$ cat config.mk
export PLATFORM = sky130hd
export DESIGN_NAME = uart_frame_decoder
export DESIGN_NICKNAME = d
export VERILOG_FILES = /design/src/hw/rtl/ufd_pkg.sv /design/src/hw/rtl/uart_frame_decoder.sv
export SDC_FILE = /design/constraint.sdc
export NUM_CORES = 1
export LEC_CHECK = 0
export BUFFER_PORTS_ARGS = -buffer_cell sky130_fd_sc_hd__buf_2
export CAP_MARGIN = 20
export CORE_ASPECT_RATIO = 0.8
export CORE_MARGIN = 2
export CORE_UTILIZATION = 39
export CTS_BUF_LIST = sky130_fd_sc_hd__clkbuf_16
export DETAILED_ROUTE_END_ITERATION = 8
export PLACE_DENSITY_LB_ADDON = 0.3
export SLEW_MARGIN = 20
export SYNTH_ARGS = -nofsm -noshare
export SYNTH_HDL_FRONTEND = slang
export SYNTH_SLANG_ARGS = --single-unit
$ cat constraint.sdc
create_clock -name clk -period 10.5 [get_ports clk]
set_input_delay 0.525 -clock clk [delete_from_list [all_inputs] [get_ports clk]]
set_output_delay 0.525 -clock clk [all_outputs]
set_load 0.02 [all_outputs]
$ cat src/hw/rtl/ufd_pkg.sv
// Package with the shared types, codes and reset values of the UART frame decoder.
package ufd_pkg;

	// Field widths of the stream items.
	localparam int unsigned SAMPLE_FIELD_W = 32;
	localparam int unsigned DATA_W         = 9;
	localparam int unsigned MEASURE_W      = 4;
	localparam int unsigned KIND_W         = 3;
	localparam int unsigned IN_TDATA_W     = 72;
	localparam int unsigned OUT_TDATA_W    = 80;

	// Default width of the sample index counter of the bit source.
	localparam int unsigned SAMPLE_INDEX_WIDTH_DEF = 32;

	// Configuration port geometry.
	localparam int unsigned APB_ADDR_W = 5;
	localparam int unsigned APB_DATA_W = 32;

	// Register indexes (byte address is four times the index).
	typedef enum logic [2:0] {
		REG_DATA_BITS   = 3'd0,
		REG_LSB_FIRST   = 3'd1,
		REG_PARITY_MODE = 3'd2,
		REG_STOP_MODE   = 3'd3,
		REG_INVERT_LINE = 3'd4
	} reg_index_t;

	// Event kinds reported on the output stream.
	typedef enum logic [2:0] {
		EV_START      = 3'd0,
		EV_START_ERR  = 3'd1,
		EV_DATA       = 3'd2,
		EV_PARITY_OK  = 3'd3,
		EV_PARITY_ERR = 3'd4,
		EV_STOP       = 3'd5,
		EV_STOP_ERR   = 3'd6
	} ev_kind_t;

	// Parity mode codes.
	localparam logic [2:0] PAR_NONE = 3'd0;
	localparam logic [2:0] PAR_ODD  = 3'd1;
	localparam logic [2:0] PAR_EVEN = 3'd2;
	localparam logic [2:0] PAR_ZERO = 3'd3;
	localparam logic [2:0] PAR_ONE  = 3'd4;

	// Stop mode codes.
	localparam logic [2:0] STOP_NONE      = 3'd0;
	localparam logic [2:0] STOP_HALF      = 3'd1;
	localparam logic [2:0] STOP_ONE       = 3'd2;
	localparam logic [2:0] STOP_ONE_HALF  = 3'd3;
	localparam logic [2:0] STOP_TWO       = 3'd4;

	// Register reset values.
	localparam logic [3:0] DATA_BITS_RST   = 4'd8;
	localparam logic       LSB_FIRST_RST   = 1'b1;
	localparam logic [2:0] PARITY_MODE_RST = PAR_NONE;
	localparam logic [2:0] STOP_MODE_RST   = STOP_ONE;
	localparam logic       INVERT_RST      = 1'b0;

	// Data width limits.
	localparam logic [3:0] DATA_BITS_MIN = 4'd5;
	localparam logic [3:0] DATA_BITS_MAX = 4'd9;

endpackage

$ cat src/hw/rtl/uart_frame_decoder.sv
// UART frame decoder top level: walks pre-sampled line bits and reports frame events.
//
// The decoder accepts one line bit (or one half-bit in the stop phase of the half
// stop modes) per clock on the s_ stream and reports at most one frame event per bit on
// the m_ stream. An accepted item sits in an input register while the frame state
// machine decodes it, and the event is then loaded into the output register that
// drives m_tdata. The sustained rate is one item per clock; only an output register
// that is not being drained holds back items that produce an event, while items that
// produce none pass on regardless.
// The user is to write configuration through the APB port while the stream is idle;
// this is not enforced; registers changed mid-frame take effect on the next bit.
module uart_frame_decoder #(
	parameter int unsigned SAMPLE_INDEX_WIDTH = ufd_pkg::SAMPLE_INDEX_WIDTH_DEF
) (
	input  logic                                  clk,
	input  logic                                  arst_n,
	// Input stream: [0] bit_value, [32:1] bit_first_sample, [64:33] bit_last_sample,
	// [71:65] zero fill.
	input  logic                                  s_tvalid,
	output logic                                  s_tready,
	input  logic [ufd_pkg::IN_TDATA_W-1:0]        s_tdata,
	// Output stream: [2:0] event_kind, [11:3] data_value, [15:12] measure,
	// [47:16] span_start, [79:48] span_length.
	output logic                                  m_tvalid,
	input  logic                                  m_tready,
	output logic [ufd_pkg::OUT_TDATA_W-1:0]       m_tdata,
	// Configuration port.
	input  logic                                  psel,
	input  logic                                  penable,
	input  logic                                  pwrite,
	input  logic [ufd_pkg::APB_ADDR_W-1:0]        paddr,
	input  logic [ufd_pkg::APB_DATA_W-1:0]        pwdata,
	output logic [ufd_pkg::APB_DATA_W-1:0]        prdata,
	output logic                                  pready
);

	// Sample indexes are kept at the width of the source counter, at most the field width.
	localparam int unsigned SPAN_W = (SAMPLE_INDEX_WIDTH < ufd_pkg::SAMPLE_FIELD_W) ?
		SAMPLE_INDEX_WIDTH : ufd_pkg::SAMPLE_FIELD_W;

	typedef enum logic [1:0] {
		PH_START,
		PH_DATA,
		PH_PARITY,
		PH_STOP
	} phase_t;

	// Configuration registers.
	logic [3:0] data_bits_q;
	logic       lsb_first_q;
	logic [2:0] parity_mode_q;
	logic [2:0] stop_mode_q;
	logic       invert_line_q;

	ufd_pkg::reg_index_t reg_idx;
	logic                cfg_write;

	assign pready    = 1'b1;
	assign reg_idx   = ufd_pkg::reg_index_t'(paddr[4:2]);
	assign cfg_write = psel && penable && pwrite && pready;

	// Register writes.
	always_ff @(posedge clk or negedge arst_n) begin
		if (!arst_n) begin
			data_bits_q   <= ufd_pkg::DATA_BITS_RST;
			lsb_first_q   <= ufd_pkg::LSB_FIRST_RST;
			parity_mode_q <= ufd_pkg::PARITY_MODE_RST;
			stop_mode_q   <= ufd_pkg::STOP_MODE_RST;
			invert_line_q <= ufd_pkg::INVERT_RST;
		end else if (cfg_write) begin
			case (reg_idx)
				ufd_pkg::REG_DATA_BITS:   data_bits_q   <= pwdata[3:0];
				ufd_pkg::REG_LSB_FIRST:   lsb_first_q   <= pwdata[0];
				ufd_pkg::REG_PARITY_MODE: parity_mode_q <= pwdata[2:0];
				ufd_pkg::REG_STOP_MODE:   stop_mode_q   <= pwdata[2:0];
				ufd_pkg::REG_INVERT_LINE: invert_line_q <= pwdata[0];
				default: ;
			endcase
		end
	end

	// Register reads.
	always_comb begin
		prdata = '0;
		case (reg_idx)
			ufd_pkg::REG_DATA_BITS:   prdata = ufd_pkg::APB_DATA_W'(data_bits_q);
			ufd_pkg::REG_LSB_FIRST:   prdata = ufd_pkg::APB_DATA_W'(lsb_first_q);
			ufd_pkg::REG_PARITY_MODE: prdata = ufd_pkg::APB_DATA_W'(parity_mode_q);
			ufd_pkg::REG_STOP_MODE:   prdata = ufd_pkg::APB_DATA_W'(stop_mode_q);
			ufd_pkg::REG_INVERT_LINE: prdata = ufd_pkg::APB_DATA_W'(invert_line_q);
			default:                  prdata = '0;
		endcase
	end

	// Input register.
	logic              valid_s1;
	logic              bit_s1;
	logic [SPAN_W-1:0] first_s1;
	logic [SPAN_W-1:0] last_s1;
	logic              advance;
	logic              has_result;

	assign s_tready = !valid_s1 || advance;

	always_ff @(posedge clk or negedge arst_n) begin
		if (!arst_n) begin
			valid_s1 <= 1'b0;
		end else if (s_tready) begin
			valid_s1 <= s_tvalid;
		end
	end

	always_ff @(posedge clk) begin
		if (s_tvalid && s_tready) begin
			bit_s1   <= s_tdata[0];
			first_s1 <= s_tdata[SPAN_W:1];
			last_s1  <= s_tdata[33 +: SPAN_W];
		end
	end

	// Frame state.
	phase_t            phase_q;
	logic [8:0]        shift_q;
	logic [3:0]        data_cnt_q;
	logic [1:0]        stop_cnt_q;
	logic [SPAN_W-1:0] data_begin_q;
	logic [SPAN_W-1:0] stop_begin_q;

	// Output register.
	logic                     out_valid_q;
	ufd_pkg::ev_kind_t        out_kind_q;
	logic [8:0]               out_data_q;
	logic [3:0]               out_measure_q;
	logic [SPAN_W-1:0]        out_start_q;
	logic [SPAN_W-1:0]        out_length_q;

	// Effective settings with out-of-range codes folded.
	logic [3:0] width_n;
	logic [8:0] width_mask;
	logic [2:0] parity_eff;
	logic [2:0] stop_eff;
	logic       line_bit;

	always_comb begin
		if (data_bits_q < ufd_pkg::DATA_BITS_MIN) begin
			width_n = ufd_pkg::DATA_BITS_MIN;
		end else if (data_bits_q > ufd_pkg::DATA_BITS_MAX) begin
			width_n = ufd_pkg::DATA_BITS_MAX;
		end else begin
			width_n = data_bits_q;
		end
		width_mask = 9'((10'd1 << width_n) - 10'd1);
		parity_eff = (parity_mode_q > ufd_pkg::PAR_ONE) ? ufd_pkg::PAR_NONE : parity_mode_q;
		stop_eff   = (stop_mode_q > ufd_pkg::STOP_TWO) ? ufd_pkg::STOP_ONE : stop_mode_q;
		line_bit   = bit_s1 ^ invert_line_q;
	end

	// Decode of the item in the input register.
	phase_t            phase_d;
	logic [8:0]        shift_d;
	logic [3:0]        data_cnt_d;
	logic [1:0]        stop_cnt_d;
	logic [SPAN_W-1:0] data_begin_d;
	logic [SPAN_W-1:0] stop_begin_d;
	ufd_pkg::ev_kind_t ev_kind;
	logic [8:0]        ev_data;
	logic [3:0]        ev_measure;
	logic [SPAN_W-1:0] ev_start;
	logic [8:0]        shifted;
	logic              ones_odd;
	logic              par_ok;
	logic [1:0]        stop_items;
	logic [3:0]        stop_halves;

	always_comb begin
		phase_d      = phase_q;
		shift_d      = shift_q;
		data_cnt_d   = data_cnt_q;
		stop_cnt_d   = stop_cnt_q;
		data_begin_d = data_begin_q;
		stop_begin_d = stop_begin_q;
		has_result   = 1'b0;
		ev_kind      = ufd_pkg::EV_START;
		ev_data      = '0;
		ev_measure   = '0;
		ev_start     = first_s1;

		// Data word with this bit shifted in, kept to the current width.
		if (lsb_first_q) begin
			shifted = ((shift_q >> 1) | (9'(line_bit) << (width_n - 4'd1))) & width_mask;
		end else begin
			shifted = ((shift_q << 1) | 9'(line_bit)) & width_mask;
		end

		// Parity over the stored data bits and the parity bit.
		ones_odd = (^(shift_q & width_mask)) ^ line_bit;
		unique case (parity_eff)
			ufd_pkg::PAR_ODD:  par_ok = ones_odd;
			ufd_pkg::PAR_EVEN: par_ok = !ones_odd;
			ufd_pkg::PAR_ZERO: par_ok = !line_bit;
			ufd_pkg::PAR_ONE:  par_ok = line_bit;
			default:           par_ok = 1'b0;
		endcase

		// Stop items expected and reported length in half bits.
		unique case (stop_eff)
			ufd_pkg::STOP_HALF:     begin stop_items = 2'd1; stop_halves = 4'd1; end
			ufd_pkg::STOP_ONE_HALF: begin stop_items = 2'd3; stop_halves = 4'd3; end
			ufd_pkg::STOP_TWO:      begin stop_items = 2'd2; stop_halves = 4'd4; end
			default:                begin stop_items = 2'd1; stop_halves = 4'd2; end
		endcase

		unique case (phase_q)
			PH_START: begin
				has_result = 1'b1;
				if (line_bit) begin
					ev_kind = ufd_pkg::EV_START_ERR;
				end else begin
					ev_kind    = ufd_pkg::EV_START;
					shift_d    = '0;
					data_cnt_d = '0;
					phase_d    = PH_DATA;
				end
			end
			PH_DATA: begin
				if (data_cnt_q == 4'd0) begin
					data_begin_d = first_s1;
				end
				shift_d = shifted;
				if (data_cnt_q < width_n - 4'd1) begin
					data_cnt_d = data_cnt_q + 4'd1;
				end else begin
					has_result = 1'b1;
					ev_kind    = ufd_pkg::EV_DATA;
					ev_data    = shifted;
					ev_measure = data_cnt_q + 4'd1;
					ev_start   = data_begin_d;
					data_cnt_d = '0;
					stop_cnt_d = '0;
					if (parity_eff == ufd_pkg::PAR_NONE) begin
						phase_d = (stop_eff == ufd_pkg::STOP_NONE) ? PH_START : PH_STOP;
					end else begin
						phase_d = PH_PARITY;
					end
				end
			end
			PH_PARITY: begin
				has_result = 1'b1;
				ev_kind    = par_ok ? ufd_pkg::EV_PARITY_OK : ufd_pkg::EV_PARITY_ERR;
				ev_measure = 4'd1;
				stop_cnt_d = '0;
				phase_d    = (stop_eff == ufd_pkg::STOP_NONE) ? PH_START : PH_STOP;
			end
			PH_STOP: begin
				if (stop_eff == ufd_pkg::STOP_NONE) begin
					// Stop bits were switched off mid-frame: drop back silently.
					phase_d = PH_START;
				end else begin
					if (stop_cnt_q == 2'd0) begin
						stop_begin_d = first_s1;
					end
					ev_start = stop_begin_d;
					if (!line_bit) begin
						has_result = 1'b1;
						ev_kind    = ufd_pkg::EV_STOP_ERR;
						ev_measure = 4'd1;
						stop_cnt_d = '0;
						phase_d    = PH_START;
					end else if (stop_cnt_q < stop_items - 2'd1) begin
						stop_cnt_d = stop_cnt_q + 2'd1;
					end else begin
						has_result = 1'b1;
						ev_kind    = ufd_pkg::EV_STOP;
						ev_measure = stop_halves;
						stop_cnt_d = '0;
						phase_d    = PH_START;
					end
				end
			end
			default: phase_d = PH_START;
		endcase
	end

	assign advance = valid_s1 && (!has_result || !out_valid_q || m_tready);

	// Frame state and output register.
	always_ff @(posedge clk or negedge arst_n) begin
		if (!arst_n) begin
			phase_q      <= PH_START;
			shift_q      <= '0;
			data_cnt_q   <= '0;
			stop_cnt_q   <= '0;
			data_begin_q <= '0;
			stop_begin_q <= '0;
			out_valid_q  <= 1'b0;
		end else begin
			if (advance) begin
				phase_q      <= phase_d;
				shift_q      <= shift_d;
				data_cnt_q   <= data_cnt_d;
				stop_cnt_q   <= stop_cnt_d;
				data_begin_q <= data_begin_d;
				stop_begin_q <= stop_begin_d;
			end
			if (advance && has_result) begin
				out_valid_q <= 1'b1;
			end else if (m_tready) begin
				out_valid_q <= 1'b0;
			end
		end
	end

	always_ff @(posedge clk) begin
		if (advance && has_result) begin
			out_kind_q    <= ev_kind;
			out_data_q    <= ev_data;
			out_measure_q <= ev_measure;
			out_start_q   <= ev_start;
			out_length_q  <= last_s1 - ev_start;
		end
	end

	assign m_tvalid = out_valid_q;
	assign m_tdata  = {
		ufd_pkg::SAMPLE_FIELD_W'(out_length_q),
		ufd_pkg::SAMPLE_FIELD_W'(out_start_q),
		out_measure_q,
		out_data_q,
		out_kind_q
	};

endmodule

==> impl_metrics.csv <==
group,metric,value,unit
placement,hpwl,18430,µm
cells_and_area,num-nets-final,1242,
floorplanning,core_area,30170,µm²
cts,cts_setup_buffers,0,
synthesis,async_reset_ff_share,39.58,%
sta,hold_viol,0,
sta,max-slew-margin-rel,33.10,%
synthesis,yosysWarningCount,0,
min_path,hold_class,"in2reg",
sta,final.period_utilization,70.11,%
sta,maxSlewViolCount,0,
critical_path,worstPathMaxFanout,32,
global_routing,grt_pass1_vias,7796,
synthesis,synthTopCellsByArea,"edfxtp_1 (37%), dfrtp_1 (19%), mux2_2 (9.4%), ha_1 (4.7%), a222oi_1 (2.5%)",
cells_and_area,fill_cells,2788,
synthesis,syn_area,11880,µm²
drt,ant_nets,0,
critical_path,startpoint,"data_bits_q[3]$_DFFE_PN1P_",
synthesis,synth_common_cells,"edfxtp_1 (145), mux2_2 (99), dfrtp_1 (92)",
cts,clk_pin_slew,0.06,ns
cells_and_area,fin_cells,1513,
global_routing,use_met2,25.64,%
cells_and_area,areaGrowthSynthToFinish,16.82,%
cts,cts.sink_count,240,
power_and_ir_drop,power_density,308.0,nW/µm²
critical_path,critPathMaxStageDelay,0.74,ns
cells_and_area,insertedDiodeCount,0,
critical_path,r2r_cells,24,
critical_path,reg2reg_from,"data_bits_q[3]$_DFFE_PN1P_",
synthesis,synth_top_area_share,36.64,%
synthesis,yosysMostFrequentCell,"edfxtp_1",
cts,htreeDepth,1,
floorplanning,ios,231,
floorplanning,core.rowCount,57,
synthesis,synth-seq-cells,240,
placement,placedCellCount,1464,
critical_path,required,10.79,ns
drt,first_pass_iters,6,
cts,cts_buffers,26,
critical_path,path_depth,24,
drt,num_vias,7836,
critical_path,crit_arrival,7.65,ns
global_routing,antenna_found_initial,0,
floorplanning,die_area,31890,µm²
placement,port_buffers,164,
critical_path,worst_setup_path_start_kind,"flop",
critical_path,rrSetupSlack,3.14,ns
drt,drt_iter0_markers,650,
power_and_ir_drop,p_leak,5.783,nW
synthesis,synth_seq_area_share,56.68,%
placement,place.gp.congestion,0.8290,
global_routing,grt_overflow_total,0,
sta,fmax,135.8,MHz
status,status,"finished clean",
drt,drc,0,
floorplanning,die_h,160.1,µm
synthesis,yosysUniqueCellTypes,76,
sta,fin_crit,7.362,ns
critical_path,path_class,"reg2reg",
drt,wl,27570,µm
sta,grt_setup_unrepaired,"no",
sta,skew,0.01301,ns
synthesis,synth_edf_count,145,
global_routing,use_met3,2.703,%
cts,cts_root_buf,"clkbuf_16",
critical_path,crit_path_end,"out_length_q[28]$_DFFE_PP_",
cells_and_area,drive_gt1_share,30.82,%
floorplanning,chipWidth,199.2,µm
global_routing,grtUsageTotal,17.22,%
synthesis,yosys.area.top_type,"edfxtp_1",
critical_path,critPathTopFamily,"compound AO/OA/AOI/OAI gates",
synthesis,synth-main-ff-cell,"edfxtp_1",
floorplanning,initial_core_util,39.39,%
global_routing,grt_max_degree,66,
critical_path,path_buf_inv,4,
power_and_ir_drop,ir_worst_vdd,173.3,µV
critical_path,cpMaxStageDelayCell,"dfstp_2",
sta,finalSetupTns,0,ns
synthesis,synth_area_per_cell,13.00,µm²
sta,worst_slew_pin_slew,1.003,ns
critical_path,end_kind,"flop",
drt,wl_per_cell,18.22,µm
cts,clk_path_buf_depth,3,
critical_path,rr_endpoint,"out_length_q[28]$_DFFE_PP_",
cts,clk_latency,0.54,ns
global_routing,grt_pass1_wl,43060,µm
critical_path,path_cells,"nor4b_1 -> nor2_1 -> ha_1 -> inv_1 -> ha_1 -> a221o_1 -> a21oi_1 -> nor3_2 -> buf_4 -> a21oi_4 -> a222oi_1 -> inv_1 -> ha_1 -> inv_1 -> fa_1 -> a21o_1 -> a21oi_1 -> o21ai_0 -> a31oi_1 -> nor3b_1 -> o41ai_4 -> o21bai_1 -> a21oi_1 -> xnor2_1",
flow_run,cap_violations,0,
global_routing,busiest_layer,"met1",
synthesis,synth_cells,914,
drt,vias_per_cell,5.179,
sta,setup_viol,0,
cts,cts_tree,"yes",
global_routing,gr-usage-met1,26.33,%
## cell type report
type	instances	area (µm²)	area share (%)
multi-input cells	582	4676	33.68
flip-flops and latches	240	6735	48.51
well taps	413	516.7	3.722
repair buffers	171	878.3	6.327
clock buffers	26	650.6	4.686
inverters	59	221.5	1.595
clock inverters	22	205.2	1.478
## cell usage in the layout, fill, tap and decap left out, drive strengths merged, types with 31 or more instances in the layout
cell type / netlist / routed
nand2: 36 / 36
buf: 39 / 170
conb: 2 / 31
edfxtp: 145 / 145
o21ai: 39 / 39
dfrtp: 92 / 92
a21oi: 40 / 40
nor2: 42 / 42
inv: 59 / 62
mux2: 108 / 108
ha: 45 / 45
## registers in the layout (all words and copies together), names as in the netlist, 4 cells and up
signal         flops
last_s1           32
out_start_q       32
out_measure_q      4
out_length_q      32
stop_begin_q      32
data_begin_q      32
data_cnt_q         4
first_s1          32
data_bits_q        4
out_data_q         9
shift_q            9
## through the flow
stage | hold WS (ns) | cell area [µm²] | total power [W] | setup WS [ns] | util, %
2_1_floorplan | 0.2294 | 11990 | 0.002891 | 4.815 | -
3_3_place_gp | 0.4642 | 13020 | 0.003350 | 3.267 | 43.15
3_5_place_dp | 0.4714 | 13020 | 0.003385 | 3.125 | 43.15
4_1_cts | 0.1215 | 13880 | 0.004325 | 3.081 | 46.02
5_1_grt | 0.1270 | 13880 | 0.004567 | 2.507 | 46.02
6_report | 0.1577 | 13880 | 0.004276 | 3.138 | 46.02
## where the power goes
part           switching (W)  internal, W
combinational        0.00105     0.000679
clock               0.000391     0.000528
sequential          0.000166      0.00146
## timing repair
item / CTS / global route
endpoints found under the setup margin: 0 / 0
hold buffers: 1 / 0
gates resized for setup: 0 / 0
hold endpoints to repair: 38 / 0
## cell families (layout without fill, tap and decap cells)
| logic type | Yosys count | in the layout | synth area share (%) |
|---|---|---|---|
| DFF | 240 | 240 | 56.68 |
| AOI/OAI and AO/OA | 190 | 190 | 11.75 |
| and+or+nand+nor | 153 | 153 | 6.759 |
| buffers and inverters | 121 | 278 | 5.201 |
| muxes | 116 | 116 | 11.01 |
| adders and majority gates | 46 | 46 | 4.906 |
| xor gates and xnor gates | 46 | 46 | 3.632 |
| other | 2 | 31 | 0.06319 |
## how the worst min path moves through the flow
stage	start	to	slack (ns)	depth (start not counted)
finish	s_tdata[32]	first_s1[31]$_DFFE_PP_	0.16	1
global route	s_tdata[49]	last_s1[16]$_DFFE_PP_	0.13	1
CTS	s_tdata[32]	first_s1[31]$_DFFE_PP_	0.12	1
detailed placement	stop_begin_q[7]$_DFFE_PN0P_	stop_begin_q[7]$_DFFE_PN0P_	0.47	1
global placement	stop_begin_q[15]$_DFFE_PN0P_	stop_begin_q[15]$_DFFE_PN0P_	0.46	1
floorplan	arst_n	data_begin_q[0]$_DFFE_PN0P_	0.23	0
## layer usage
metal	share of wire (%)	wire length (µm)
met2	43	11920
met5	0	0
met3	5.4	1499
met4	1.9	521
met1	49	13630
(Power assumes the default switching activity.)
